$ cat config.mk
export PLATFORM = sky130hd
export DESIGN_NAME = priority_queue_linear_scan_flat
export DESIGN_NICKNAME = d
export VERILOG_FILES = /design/src/pqls_pkg.sv /design/src/pqls_ifs.sv /design/src/pqls_ram.sv /design/src/pqls_best.sv /design/src/priority_queue_linear_scan.sv /design/src/flat_wrapper.sv
export VERILOG_INCLUDE_DIRS = /design/src /design/src/src
export SDC_FILE = /design/constraint.sdc
export NUM_CORES = 1
export LEC_CHECK = 0
export BUFFER_PORTS_ARGS = -buffer_cell sky130_fd_sc_hd__buf_2
export CAP_MARGIN = 20
export CORE_UTILIZATION = 55
export CTS_CLUSTER_DIAMETER = 30
export DETAILED_ROUTE_END_ITERATION = 12
export GPL_TIMING_DRIVEN = 0
export PLACE_DENSITY = 0.72
export SLEW_MARGIN = 20
export SYNTH_ARGS = -nofsm -noshare
export SYNTH_HDL_FRONTEND = slang
export SYNTH_HIERARCHICAL = 1
export SYNTH_SLANG_ARGS = --single-unit
$ cat constraint.sdc
create_clock -name clk -period 19.6 [get_ports clk]
set_input_delay 0.98 -clock clk [delete_from_list [all_inputs] [get_ports clk]]
set_output_delay 0.98 -clock clk [all_outputs]
set_load 0.01 [all_outputs]
$ cat src/priority_queue_linear_scan_assert.svh
// Assertion macros for the priority queue block.
// Both sample on clk and stand down while rst_n is low.
`ifndef PRIORITY_QUEUE_LINEAR_SCAN_ASSERT_SVH
`define PRIORITY_QUEUE_LINEAR_SCAN_ASSERT_SVH

// Same-cycle implication.
`define PQLS_ASSERT_NOW(lbl, ante, cons) \
  lbl: assert property (@(posedge clk) disable iff (!rst_n) (ante) |-> (cons)) \
    else $error("pqls check failed");

// Next-cycle implication.
`define PQLS_ASSERT_NEXT(lbl, ante, cons) \
  lbl: assert property (@(posedge clk) disable iff (!rst_n) (ante) |=> (cons)) \
    else $error("pqls check failed");

`endif

$ cat src/pqls_pkg.sv
`timescale 1ns / 1ps

package pqls_pkg;

  localparam int ACT_W    = 2;
  localparam int PRIO_W   = 32;
  localparam int PAY_W    = 32;
  localparam int STAT_W   = 2;
  localparam int CNT_O_W  = 5;

  localparam logic [ACT_W-1:0] ACT_ADD    = 2'd0;
  localparam logic [ACT_W-1:0] ACT_REMOVE = 2'd1;
  localparam logic [ACT_W-1:0] ACT_PEEK   = 2'd2;

  localparam logic [STAT_W-1:0] STAT_OK    = 2'd0;
  localparam logic [STAT_W-1:0] STAT_EMPTY = 2'd1;
  localparam logic [STAT_W-1:0] STAT_FULL  = 2'd2;

  typedef enum logic [1:0] {
    S_IDLE,
    S_SCAN,
    S_SWAP,
    S_FINISH
  } state_t;

  // Control from the sequencer to the shared compare unit.
  typedef struct packed {
    logic step;   // a candidate entry is on the read port
    logic first;  // candidate is entry zero: take it unconditionally
  } scan_ctl_t;

endpackage

$ cat src/pqls_ifs.sv
`timescale 1ns / 1ps

interface pqls_in_if import pqls_pkg::*; ();
  logic              valid;
  logic              ready;
  logic [ACT_W-1:0]  action;
  logic [PRIO_W-1:0] priority_req;
  logic [PAY_W-1:0]  payload;

  modport source (output valid, output action, output priority_req, output payload,
                  input ready);
  modport sink   (input valid, input action, input priority_req, input payload,
                  output ready);
endinterface

interface pqls_out_if import pqls_pkg::*; ();
  logic               valid;
  logic               ready;
  logic [STAT_W-1:0]  status;
  logic [PRIO_W-1:0]  out_priority;
  logic [PAY_W-1:0]   out_payload;
  logic               is_empty;
  logic [CNT_O_W-1:0] entry_count;

  modport source (output valid, output status, output out_priority, output out_payload,
                  output is_empty, output entry_count, input ready);
  modport sink   (input valid, input status, input out_priority, input out_payload,
                  input is_empty, input entry_count, output ready);
endinterface

$ cat src/pqls_ram.sv
`timescale 1ns / 1ps

module pqls_ram #(
  parameter int WIDTH = 64,
  parameter int DEPTH = 16
) (
  input  logic                     clk,
  input  logic                     wr_en,
  input  logic [$clog2(DEPTH)-1:0] wr_addr,
  input  logic [WIDTH-1:0]         wr_data,
  input  logic [$clog2(DEPTH)-1:0] rd_addr,
  output logic [WIDTH-1:0]         rd_data
);

  logic [WIDTH-1:0] mem [DEPTH];
  logic [WIDTH-1:0] rd_data_r;

  always_ff @(posedge clk) begin
    if (wr_en) begin
      mem[wr_addr] <= wr_data;
    end
    rd_data_r <= mem[rd_addr];
  end

  assign rd_data = rd_data_r;

endmodule

$ cat src/pqls_best.sv
`timescale 1ns / 1ps

// Shared compare unit: keep the highest-priority entry seen so far.
module pqls_best import pqls_pkg::*; #(
  parameter int DEPTH        = 16,
  parameter int PAYLOAD_BITS = 32
) (
  input  logic                             clk,
  input  scan_ctl_t                        ctl,
  input  logic [PRIO_W+PAYLOAD_BITS-1:0]   cand_entry,
  input  logic [$clog2(DEPTH)-1:0]         cand_idx,
  output logic [PRIO_W+PAYLOAD_BITS-1:0]   best_entry,
  output logic [$clog2(DEPTH)-1:0]         best_idx
);

  localparam int EW = PRIO_W + PAYLOAD_BITS;
  localparam int IW = $clog2(DEPTH);

  logic [EW-1:0] best_entry_r;
  logic [IW-1:0] best_idx_r;
  logic          take;

  // Strictly greater only, so the lowest index keeps a tie.
  always_comb begin
    take = ctl.step &&
           (ctl.first ||
            ($signed(cand_entry[EW-1 -: PRIO_W]) > $signed(best_entry_r[EW-1 -: PRIO_W])));
  end

  always_ff @(posedge clk) begin
    if (take) begin
      best_entry_r <= cand_entry;
      best_idx_r   <= cand_idx;
    end
  end

  assign best_entry = best_entry_r;
  assign best_idx   = best_idx_r;

endmodule

$ cat src/priority_queue_linear_scan.sv
// Add, full/empty errors and unknown actions go from accept to the finish state and then
// the output register; peek and remove scan the entries held first, and remove then swaps.
// One request at a time: the next is taken once the result is registered, and the finish
// state holds while the output register is full. The store is scanned one entry a cycle.
// Reset (rst_n low, synchronous) empties the queue and drops any pending result;
// the entry store itself is not cleared and needs no clearing pass.
`timescale 1ns / 1ps

`include "priority_queue_linear_scan_assert.svh"

module priority_queue_linear_scan import pqls_pkg::*; #(
  parameter int DEPTH        = 16,
  parameter int PAYLOAD_BITS = 32
) (
  input  logic       clk,
  input  logic       rst_n,
  pqls_in_if.sink    in_req,
  pqls_out_if.source out_res
);

  localparam int IW   = $clog2(DEPTH);
  localparam int CW   = $clog2(DEPTH + 1);
  localparam int EW   = PRIO_W + PAYLOAD_BITS;
  localparam int KEEP = (PAYLOAD_BITS < PAY_W) ? PAYLOAD_BITS : PAY_W;

  // Sequencer state
  state_t            state_r, state_nxt;
  logic [CW-1:0]     count_r, count_nxt;
  logic [IW-1:0]     k_r, k_nxt;          // index of the entry on the read port
  logic [ACT_W-1:0]  act_r, act_nxt;
  logic [STAT_W-1:0] res_status_r, res_status_nxt;
  logic [EW-1:0]     last_r, last_nxt;    // last entry, moved into the freed slot

  // Output register
  logic               out_valid_r, out_valid_nxt;
  logic [STAT_W-1:0]  out_status_r, out_status_nxt;
  logic [PRIO_W-1:0]  out_prio_r, out_prio_nxt;
  logic [PAY_W-1:0]   out_pay_r, out_pay_nxt;
  logic               out_empty_r, out_empty_nxt;
  logic [CNT_O_W-1:0] out_count_r, out_count_nxt;

  // Store and compare unit
  logic          wr_en;
  logic [IW-1:0] wr_addr;
  logic [EW-1:0] wr_data;
  logic [IW-1:0] rd_addr;
  logic [EW-1:0] rd_data;
  logic [EW-1:0] best_entry;
  logic [IW-1:0] best_idx;
  scan_ctl_t     scan_ctl;

  logic          accept;
  logic [IW-1:0] last_idx;
  logic          full;
  logic          emit;
  logic          add_go;

  assign accept   = in_req.valid && in_req.ready;
  assign last_idx = IW'(count_r - 1'b1);
  assign full     = (count_r == CW'(DEPTH));
  assign add_go   = accept && (in_req.action == ACT_ADD) && !full;
  assign in_req.ready = (state_r == S_IDLE);

  pqls_ram #(
    .WIDTH (EW),
    .DEPTH (DEPTH)
  ) u_store (
    .clk     (clk),
    .wr_en   (wr_en),
    .wr_addr (wr_addr),
    .wr_data (wr_data),
    .rd_addr (rd_addr),
    .rd_data (rd_data)
  );

  pqls_best #(
    .DEPTH        (DEPTH),
    .PAYLOAD_BITS (PAYLOAD_BITS)
  ) u_best (
    .clk        (clk),
    .ctl        (scan_ctl),
    .cand_entry (rd_data),
    .cand_idx   (k_r),
    .best_entry (best_entry),
    .best_idx   (best_idx)
  );

  always_ff @(posedge clk) begin
    if (!rst_n) begin
      state_r     <= S_IDLE;
      count_r     <= '0;
      out_valid_r <= 1'b0;
    end else begin
      state_r     <= state_nxt;
      count_r     <= count_nxt;
      out_valid_r <= out_valid_nxt;
    end
  end

  always_ff @(posedge clk) begin
    k_r          <= k_nxt;
    act_r        <= act_nxt;
    res_status_r <= res_status_nxt;
    last_r       <= last_nxt;
    out_status_r <= out_status_nxt;
    out_prio_r   <= out_prio_nxt;
    out_pay_r    <= out_pay_nxt;
    out_empty_r  <= out_empty_nxt;
    out_count_r  <= out_count_nxt;
  end

  always_comb begin
    state_nxt      = state_r;
    count_nxt      = count_r;
    k_nxt          = k_r;
    act_nxt        = act_r;
    res_status_nxt = res_status_r;
    last_nxt       = last_r;
    wr_en          = 1'b0;
    wr_addr        = last_idx;
    wr_data        = {in_req.priority_req, PAYLOAD_BITS'(in_req.payload[KEEP-1:0])};
    rd_addr        = '0;
    scan_ctl       = '0;
    emit           = 1'b0;

    case (state_r)
      S_IDLE: begin
        // Start the read of entry zero in case this request scans.
        k_nxt = '0;
        if (accept) begin
          act_nxt        = in_req.action;
          res_status_nxt = STAT_OK;
          state_nxt      = S_FINISH;
          case (in_req.action)
            ACT_ADD: begin
              if (full) begin
                res_status_nxt = STAT_FULL;
              end else begin
                // Append at the end of the array.
                wr_en     = 1'b1;
                wr_addr   = IW'(count_r);
                count_nxt = count_r + 1'b1;
              end
            end
            ACT_REMOVE, ACT_PEEK: begin
              if (count_r == '0) begin
                res_status_nxt = STAT_EMPTY;
              end else begin
                state_nxt = S_SCAN;
              end
            end
            default: begin
              // Unknown action: drop it, report ok with no entry.
              res_status_nxt = STAT_OK;
            end
          endcase
        end
      end

      S_SCAN: begin
        // One entry a cycle through the shared comparator.
        scan_ctl.step  = 1'b1;
        scan_ctl.first = (k_r == '0);
        rd_addr        = k_r + 1'b1;
        k_nxt          = k_r + 1'b1;
        if (k_r == last_idx) begin
          last_nxt  = rd_data;
          state_nxt = (act_r == ACT_REMOVE) ? S_SWAP : S_FINISH;
        end
      end

      S_SWAP: begin
        // Move the last entry into the freed slot and shrink.
        wr_en     = 1'b1;
        wr_addr   = best_idx;
        wr_data   = last_r;
        count_nxt = count_r - 1'b1;
        state_nxt = S_FINISH;
      end

      S_FINISH: begin
        // Hold here until the output register is free.
        if (!out_valid_r || out_res.ready) begin
          emit      = 1'b1;
          state_nxt = S_IDLE;
        end
      end

      default: begin
        state_nxt = S_IDLE;
      end
    endcase
  end

  // Output register: load on emit, clear when taken.
  always_comb begin
    out_valid_nxt  = out_valid_r && !out_res.ready;
    out_status_nxt = out_status_r;
    out_prio_nxt   = out_prio_r;
    out_pay_nxt    = out_pay_r;
    out_empty_nxt  = out_empty_r;
    out_count_nxt  = out_count_r;
    if (emit) begin
      out_valid_nxt  = 1'b1;
      out_status_nxt = res_status_r;
      out_empty_nxt  = (count_r == '0);
      out_count_nxt  = CNT_O_W'(count_r);
      if ((res_status_r == STAT_OK) && ((act_r == ACT_REMOVE) || (act_r == ACT_PEEK))) begin
        out_prio_nxt = best_entry[EW-1 -: PRIO_W];
        out_pay_nxt  = PAY_W'(best_entry[KEEP-1:0]);
      end else begin
        out_prio_nxt = '0;
        out_pay_nxt  = '0;
      end
    end
  end

  assign out_res.valid        = out_valid_r;
  assign out_res.status       = out_status_r;
  assign out_res.out_priority = out_prio_r;
  assign out_res.out_payload  = out_pay_r;
  assign out_res.is_empty     = out_empty_r;
  assign out_res.entry_count  = out_count_r;

  `PQLS_ASSERT_NOW(a_count_bound, 1'b1, count_r <= CW'(DEPTH))
  `PQLS_ASSERT_NOW(a_scan_in_range, state_r == S_SCAN, (count_r != '0) && (k_r < count_r))
  `PQLS_ASSERT_NEXT(a_add_grows, add_go, count_r == $past(count_r) + 1'b1)
  `PQLS_ASSERT_NEXT(a_swap_shrinks, state_r == S_SWAP, count_r == $past(count_r) - 1'b1)

endmodule

$ cat src/flat_wrapper.sv
// flat-port wrapper written by rule: the top's interface ports become plain ports
module priority_queue_linear_scan_flat import pqls_pkg::*;
#(
  parameter int DEPTH        = 16,
  parameter int PAYLOAD_BITS = 32
)
  (clk, rst_n, in_req_valid, in_req_action, in_req_priority_req, in_req_payload, in_req_ready, out_res_valid, out_res_status, out_res_out_priority, out_res_out_payload, out_res_is_empty, out_res_entry_count, out_res_ready);
  pqls_in_if in_req_i ();
  pqls_out_if out_res_i ();
  input  logic clk;
  input  logic rst_n;
  input wire logic [$bits(in_req_i.valid)-1:0] in_req_valid;
  input wire logic [$bits(in_req_i.action)-1:0] in_req_action;
  input wire logic [$bits(in_req_i.priority_req)-1:0] in_req_priority_req;
  input wire logic [$bits(in_req_i.payload)-1:0] in_req_payload;
  output wire logic [$bits(in_req_i.ready)-1:0] in_req_ready;
  output wire logic [$bits(out_res_i.valid)-1:0] out_res_valid;
  output wire logic [$bits(out_res_i.status)-1:0] out_res_status;
  output wire logic [$bits(out_res_i.out_priority)-1:0] out_res_out_priority;
  output wire logic [$bits(out_res_i.out_payload)-1:0] out_res_out_payload;
  output wire logic [$bits(out_res_i.is_empty)-1:0] out_res_is_empty;
  output wire logic [$bits(out_res_i.entry_count)-1:0] out_res_entry_count;
  input wire logic [$bits(out_res_i.ready)-1:0] out_res_ready;
  assign in_req_i.valid = in_req_valid;
  assign in_req_i.action = in_req_action;
  assign in_req_i.priority_req = in_req_priority_req;
  assign in_req_i.payload = in_req_payload;
  assign in_req_ready = in_req_i.ready;
  assign out_res_valid = out_res_i.valid;
  assign out_res_status = out_res_i.status;
  assign out_res_out_priority = out_res_i.out_priority;
  assign out_res_out_payload = out_res_i.out_payload;
  assign out_res_is_empty = out_res_i.is_empty;
  assign out_res_entry_count = out_res_i.entry_count;
  assign out_res_i.ready = out_res_ready;
  priority_queue_linear_scan #(.DEPTH(DEPTH), .PAYLOAD_BITS(PAYLOAD_BITS)) u_core (.clk(clk), .rst_n(rst_n), .in_req(in_req_i), .out_res(out_res_i));
endmodule
---- Word level (Yosys, flattened, before mapping) ----
Memory sizes are Yosys's and may differ from the RTL's. A register that Yosys moved wholly into a read port is not among the register bits.
Cells that the tools add are included.
operators by class
  reductions and logical operators ........ 21
  equal/unequal tests ..................... 14
  magnitude comparators ................... 1
  $add $sub $neg .......................... 3
  muxes and demuxes ....................... 31
operator list
  operator               number
  $mux W64               1
  $gt A32 B32 Y1         1
  $mux W4                4
  $pmux W4 S2            2
  $mux W5                3
  $mux W2                7
  $mux W1                10
  $pmux W5 S2            1
  $eq A2 B2 Y1 const B   4
  $pmux W2 S4            1
  $eq A2 B1 Y1 const B   3
  $logic_not A2 Y1       3
  $ne A2 B2 Y1 const B   3
  $add A5 B1 Y5 const B  1
  $eq A5 B5 Y1 const B   1
  $logic_not A5 Y1       1
  $sub A5 B1 Y5 const B  1
  $add A4 B1 Y4 const B  1
  $eq A4 B4 Y1           1
  $logic_and A1 B1 Y1    4
  $logic_not A4 Y1       1
  $ne A2 B1 Y1 const B   2
  $pmux W2 S2            1
  $reduce_and A2 Y1      2
  other kinds (7)        11
storage, ports and cells
  output and inout port bits .............. 74
  RAM bits ................................ 1024
  memories ................................ 1
  logic and storage cells ................. 85
  register bits ........................... 220
  bits of input ports ..................... 70
memory list
  name                depth  bits a word  rd ports  clocked after memory_dff  wr ports  RTL line        RTL
  u_core.u_store.mem  16     64           1         1                         1         pqls_ram.sv:15  logic [WIDTH-1:0] mem [DEPTH];

---- Logic depth before layout (Yosys ltp) ----
  word-level depth ........................ 7
  gate-level depth with buffers ........... 11
  mapped depth without buffers ............ 9

---- Modules after synthesis ----
Netlist, hierarchy kept.
by module, submodules not included
  module                      times used  cells each  seq. area each (um^2)  area an instance (um^2)
  pqls_ram                    1           1647        32030.7                39581.7
  priority_queue_linear_scan  1           404         4484.3                 6488.7
  pqls_best                   1           185         2042.0                 2917.8

---- Worst setup path before layout ----
Ideal clock, no wire load.
  path type ............................... in2reg
  start ................................... input in_req_action[0]
  end ..................................... memory u_core.u_store.mem[0][0] (enable)
  path buffers ............................ 1
  data required time ...................... 19035 ps
  setup slack ............................. 12105 ps
  stages on the path ...................... 9
  data arrival time ....................... 6930 ps
  path through ............................ inv_1 -> ha_1 -> and3_1 -> buf_6 -> o41ai_2 -> o21ai_1 -> a221o_1 -> or3b_2 -> nor3_1
between the ends
  elaborated cells between the ends (all ways) .. 9
RTL lines
  item                   RTL line                           RTL
  start, declared        flat_wrapper.sv:13                 input wire logic [$bits(in_req_i.action)-1:0] in_req_action;
  $logic_not A2 Y1       n/a
  $mux W4                priority_queue_linear_scan.sv:134  case (in_req.action)
  $mux W4                priority_queue_linear_scan.sv:130  if (accept) begin
  $pmux W4 S2            priority_queue_linear_scan.sv:126  case (state_r)
  net u_core.wr_addr[3]  priority_queue_linear_scan.sv:44   logic [IW-1:0] wr_addr;
  end, declared          pqls_ram.sv:15
The timed path passes the listed nets, and every way through them passes these cells.

---- Worst setup path in the final report ----
  start ................................... register u_core.state_r[0]
  end ..................................... memory u_core.u_store.mem[9][48] (enable)
between the ends
  elaborated cells between the ends (all ways) .. 9
RTL lines
  item                    RTL line                                                             RTL
  start, declared         priority_queue_linear_scan.sv:27                                     state_t state_r, state_nxt;
  start signal, assigned  priority_queue_linear_scan.sv:94                                     state_r <= state_nxt;
  $logic_not A2 Y1        priority_queue_linear_scan.sv:62, priority_queue_linear_scan.sv:126
  $logic_and A1 B1 Y1     priority_queue_linear_scan.sv:58                                     assign accept = in_req.valid && in_req.ready;
  $mux W4                 priority_queue_linear_scan.sv:130
  $pmux W4 S2 *           priority_queue_linear_scan.sv:126
  net u_core.wr_addr[1]   priority_queue_linear_scan.sv:44
The timed path passes the listed nets; every way through them passes the cells marked *.

==> results by group <==
Cells and area
  – Final Cell Area: around 60000 sq um
  – NumNets Final: about 2800
  – Finished Core Util: 67.6%
  – P&R area growth vs syn: 21.8%
  – Proportion of layout cells with a drive suffix above 1: about a third
  – Ant. Diodes: 0

Placement
  – Post-DP HPWL: roughly 72000 microns
  – Routability cong.: roughly 0.77
  – Area after DPL: about 53000 sq um
  – I/O Buffers: 143

Pwr
  – Combinational Power Share: roughly a fifth
  – Total power: slightly above 9 mW
  – Seq pwr share: about two fifths
  – Leakage power: slightly below 20 nW
  – Sw Pwr: between 2 and 3 mW
  – Internal: roughly 6.6 mW
  – Sw Ratio: just under 30%
  – Worst vdd ir: around 0.11 mV
  – PD cells: 155 nW/um^2
  – Power share of the clock group: a little under two fifths

STA
  – Final slew viol count: 0
  – Period Utilization, post-route: roughly 24%
  – Post-route setup TNS: 0 ps
  – Clock period minus worst slack: around 4700 ps
  – Hold Fails Final Rpt: 0
  – Worst-margin pin slew: between 1000 and 1500 ps
  – Slew HR: 31.0%
  – Hold slack: between 400 and 500 ps
  – Maximum clock frequency: between 0.2 and 0.25 GHz
  – Clk_skew: approximately 29 ps
  – RSZ-0062 raised after global routing: false
  – Final setup violation count: 0

Worst setup path
  – Critical path, cell by cell: inv_1 > ha_1 > clkbuf_1 > clkbuf_1 > buf_2 > nor3_1 > a221o_1 > nand2b_1 > nor2_4 > buf_16 > buf_16 > buf_16
  – Critical Path AT: 5210 ps
  – CP max FO: 16
  – Worst setup SP type: register
  – Instance count on the critical path: 12
  – Reg2Reg Setup Slack: approximately 15000 ps
  – Delay-heaviest family, CP: buffers and inverters
  – Setup crit end kind: register
  – Crit path max-delay cell type: nor2_4
  – Buf/Inv on CP: 7
  – Reg2reg end: u_core/u_store/mem[9][48]$_DFFE_PP_
  – Worst EP required: about 20000 ps
  – Depth of the worst register-to-register path: 12
  – Slowest cell delay on critical path: 720 ps
  – FF-to-FF Start: u_core/state_r[0]$_SDFFE_PN0P_
  – Worst path most repeated cell: buf_16
  – Worst setup path class: register to register

GRT
  – Global-route wire length before repair: 172000 microns
  – Grt ovf: 0
  – Initial antenna violation count: 2
  – Number of global-route vias before repair: ~26000
  – Global Route Usage Sum: a little over a quarter
  – Largest net degree at the start of global routing: 36

Detailed routing
  – Routed wire length: between 100000 and 150000 microns
  – 1st-iter DRT viols: 3261
  – Remaining antenna violation count: 0
  – Vias post-DR: between 20000 and 25000
  – Vias/cell: between 6 and 7
  – Drt drc: 0
  – Routed WL per cell: between 20 and 30 microns
  – Drt pass-1 iters: 6

Clocking
  – Num Clock Sinks: about 1300
  – Setup bufs post-CTS: 0
  – TritonCTS Buffers: roughly 190
  – CTS Root Cell: clkbuf_16
  – Post-cts hold buffer count: 0
  – Post-cts gate resize count: 0
  – Htree depth: 4
  – CTS tree: done
  – Clock buffer depth: 3
  – CTS clock-pin slew for the worst setup and hold paths: 60 ps
  – Clock latency on the worst-skew pair: approximately 770 ps

Yosys
  – Yosys reg bits: roughly 1300
  – Most common cell in the netlist: edfxtp_1
  – Leading area contributor after synthesis: edfxtp_1
  – YS warnings: 6
  – Post-synth top flop: edfxtp_1
  – Mapped Cells: 2236
  – Top post-synthesis cells by count: 1236 x edfxtp_1, 256 x mux4_2, 128 x a22oi_1
  – EDFF count, synth: ~1200
  – Post-Syn Nets: around 2400
  – Post-synth top area share: approximately 76%
  – Yosys cell types: between 50 and 60
  – Asr flop ratio synth: 0%
  – Seq/Total Area, Yosys: between 70% and 80%
  – Mapped Avg Cell Area: ~22 sq um
  – Netlist Area Pre-Place: 49000 sq um
  – Synth area leaders: edfxtp_1 76%, mux4_2 12%, dfxtp_1 2.9%

Floorplanning
  – Core Rows: 109
  – Core Area: between 80000 and 90000 sq um
  – Initial core utilization: 55.5%
  – Die area: ~90000 sq um
  – Die height: between 300 and 400 microns
  – Ports: 144
  – Die Width: ~300 microns

Worst hold path
  – Hold path start: u_core/u_store/rd_data[12]$_DFF_P_
  – WHS Endpoint: u_core/last_r[12]$_DFFE_PP_
  – Hold path depth: 0
  – Min-Delay Path Class: register to register

Run status
  – Status: finished clean

Job
  – Max_cap viols: 0
[layout make-up]
class | instances | area [sq um]
Buffer | 104 | 556
Clock buffer | 208 | 4830
Clock inverter | 151 | 1910
Fill cell | 5273 | 28600
Inverter | 45 | 169
Multi-Input combinational cell | 779 | 9840
Sequential cell | 1308 | 38600
Tap cell | 1165 | 1460
Timing Repair Buffer | 242 | 2330
[worst reg2reg max path: cells and delay by family, from the launching register on]
kind	cells	cell delay [ps]
AOI/OAI and AO/OA	1	440
adders and majority gates	1	170
buffers and inverters	7	2290
DFF	1	320
and+or+nand+nor	3	1240
[stage by stage]
stage / setup WS (ps) / cells
3_5_place_dp: 14800 / 3642
4_1_cts: 14800 / 4001
2_1_floorplan: 12110 / 2236
6_report: 14850 / 4002
3_3_place_gp: 6450 / 3544
5_1_grt: 14620 / 4002
[how the worst max path moves through the flow]
stage	startpoint	end	slack, ps
final	u_core/state_r[0]$_SDFFE_PN0P_	u_core/u_store/mem[9][48]$_DFFE_PP_	14850
after global routing	u_core/state_r[0]$_SDFFE_PN0P_	u_core/u_store/mem[9][48]$_DFFE_PP_	14620
after CTS	u_core/state_r[0]$_SDFFE_PN0P_	u_core/u_store/mem[9][48]$_DFFE_PP_	14800
after detailed placement	in_req_action[0]	u_core/u_store/mem[9][22]$_DFFE_PP_	14800
after global placement	u_core/state_r[0]$_SDFFE_PN0P_	u_core/u_store/mem[12][24]$_DFFE_PP_	6450
after floorplan	in_req_action[0]	u_core/u_store/mem[0][0]$_DFFE_PP_	12110
[flip-flops by register name (all words and copies together) (netlist names)]
signal,cells
u_core/out_res.is_empty,1
u_core/out_res.out_priority,32
u_core/state_r,2
u_core/count_r,5
u_core/out_res.entry_count,5
u_core/u_store/mem,1024
u_core/k_r,4
u_core/out_res.out_payload,32
u_core/u_best/best_idx,4
u_core/u_store/rd_data,64
u_core/out_res.status,2
u_core/out_res.valid,1
u_core/act_r,2
u_core/u_best/best_entry,64
u_core/res_status_r,2
u_core/last_r,64
[kinds of logic (layout without fill, tap and decap cells)]
kind of cell	count (synthesis)	count (layout)	synth area share, %
adders and majority gates	45	45	1.15
xor gates and xnor gates	9	9	0.192
buffers and inverters	149	750	1.48
AOI/OAI and AO/OA	183	183	2.75
muxes	322	322	13.3
DFF	1308	1308	78.7
and+or+nand+nor	220	220	2.44
[layout by cell type (no fill, tap or decap), drive strengths merged, types with 10 or more instances in the layout]
cell type,count
and2,69
inv,88
clkbuf,257
buf,297
nor2,23
nand2,73
nor3,10
mux4,256
clkinv,66
ha,45
dfxtp,72
edfxtp,1236
a21oi,20
mux2,64
clkinvlp,17
o21ai,11
a22oi,128
bufinv,25
[layer usage]
metal / share of wire (%) / up-vias / wire length, microns / track usage, %
met5: 0.0076 / - / 9 / 0
met4: 2.7 / 2 / 3170 / 9.23
met3: 11 / 200 / 13600 / 7.45
met2: 49 / 1571 / 58200 / 42.9
met1: 37 / 12925 / 43900 / 35.7
li1: - / 10194 / - / -
[power groups by stage]
stage	logic, mW	registers (mW)	clock network [mW]
final	1.98	3.78	3.51
after global routing	2.10	3.81	3.66
after global placement	1.73	3.88	0
after detailed placement	1.95	3.83	0
after CTS	1.98	3.78	3.54
after floorplan	1.20	3.80	0
No activity file was read; power rests on OpenSTA's default activity.
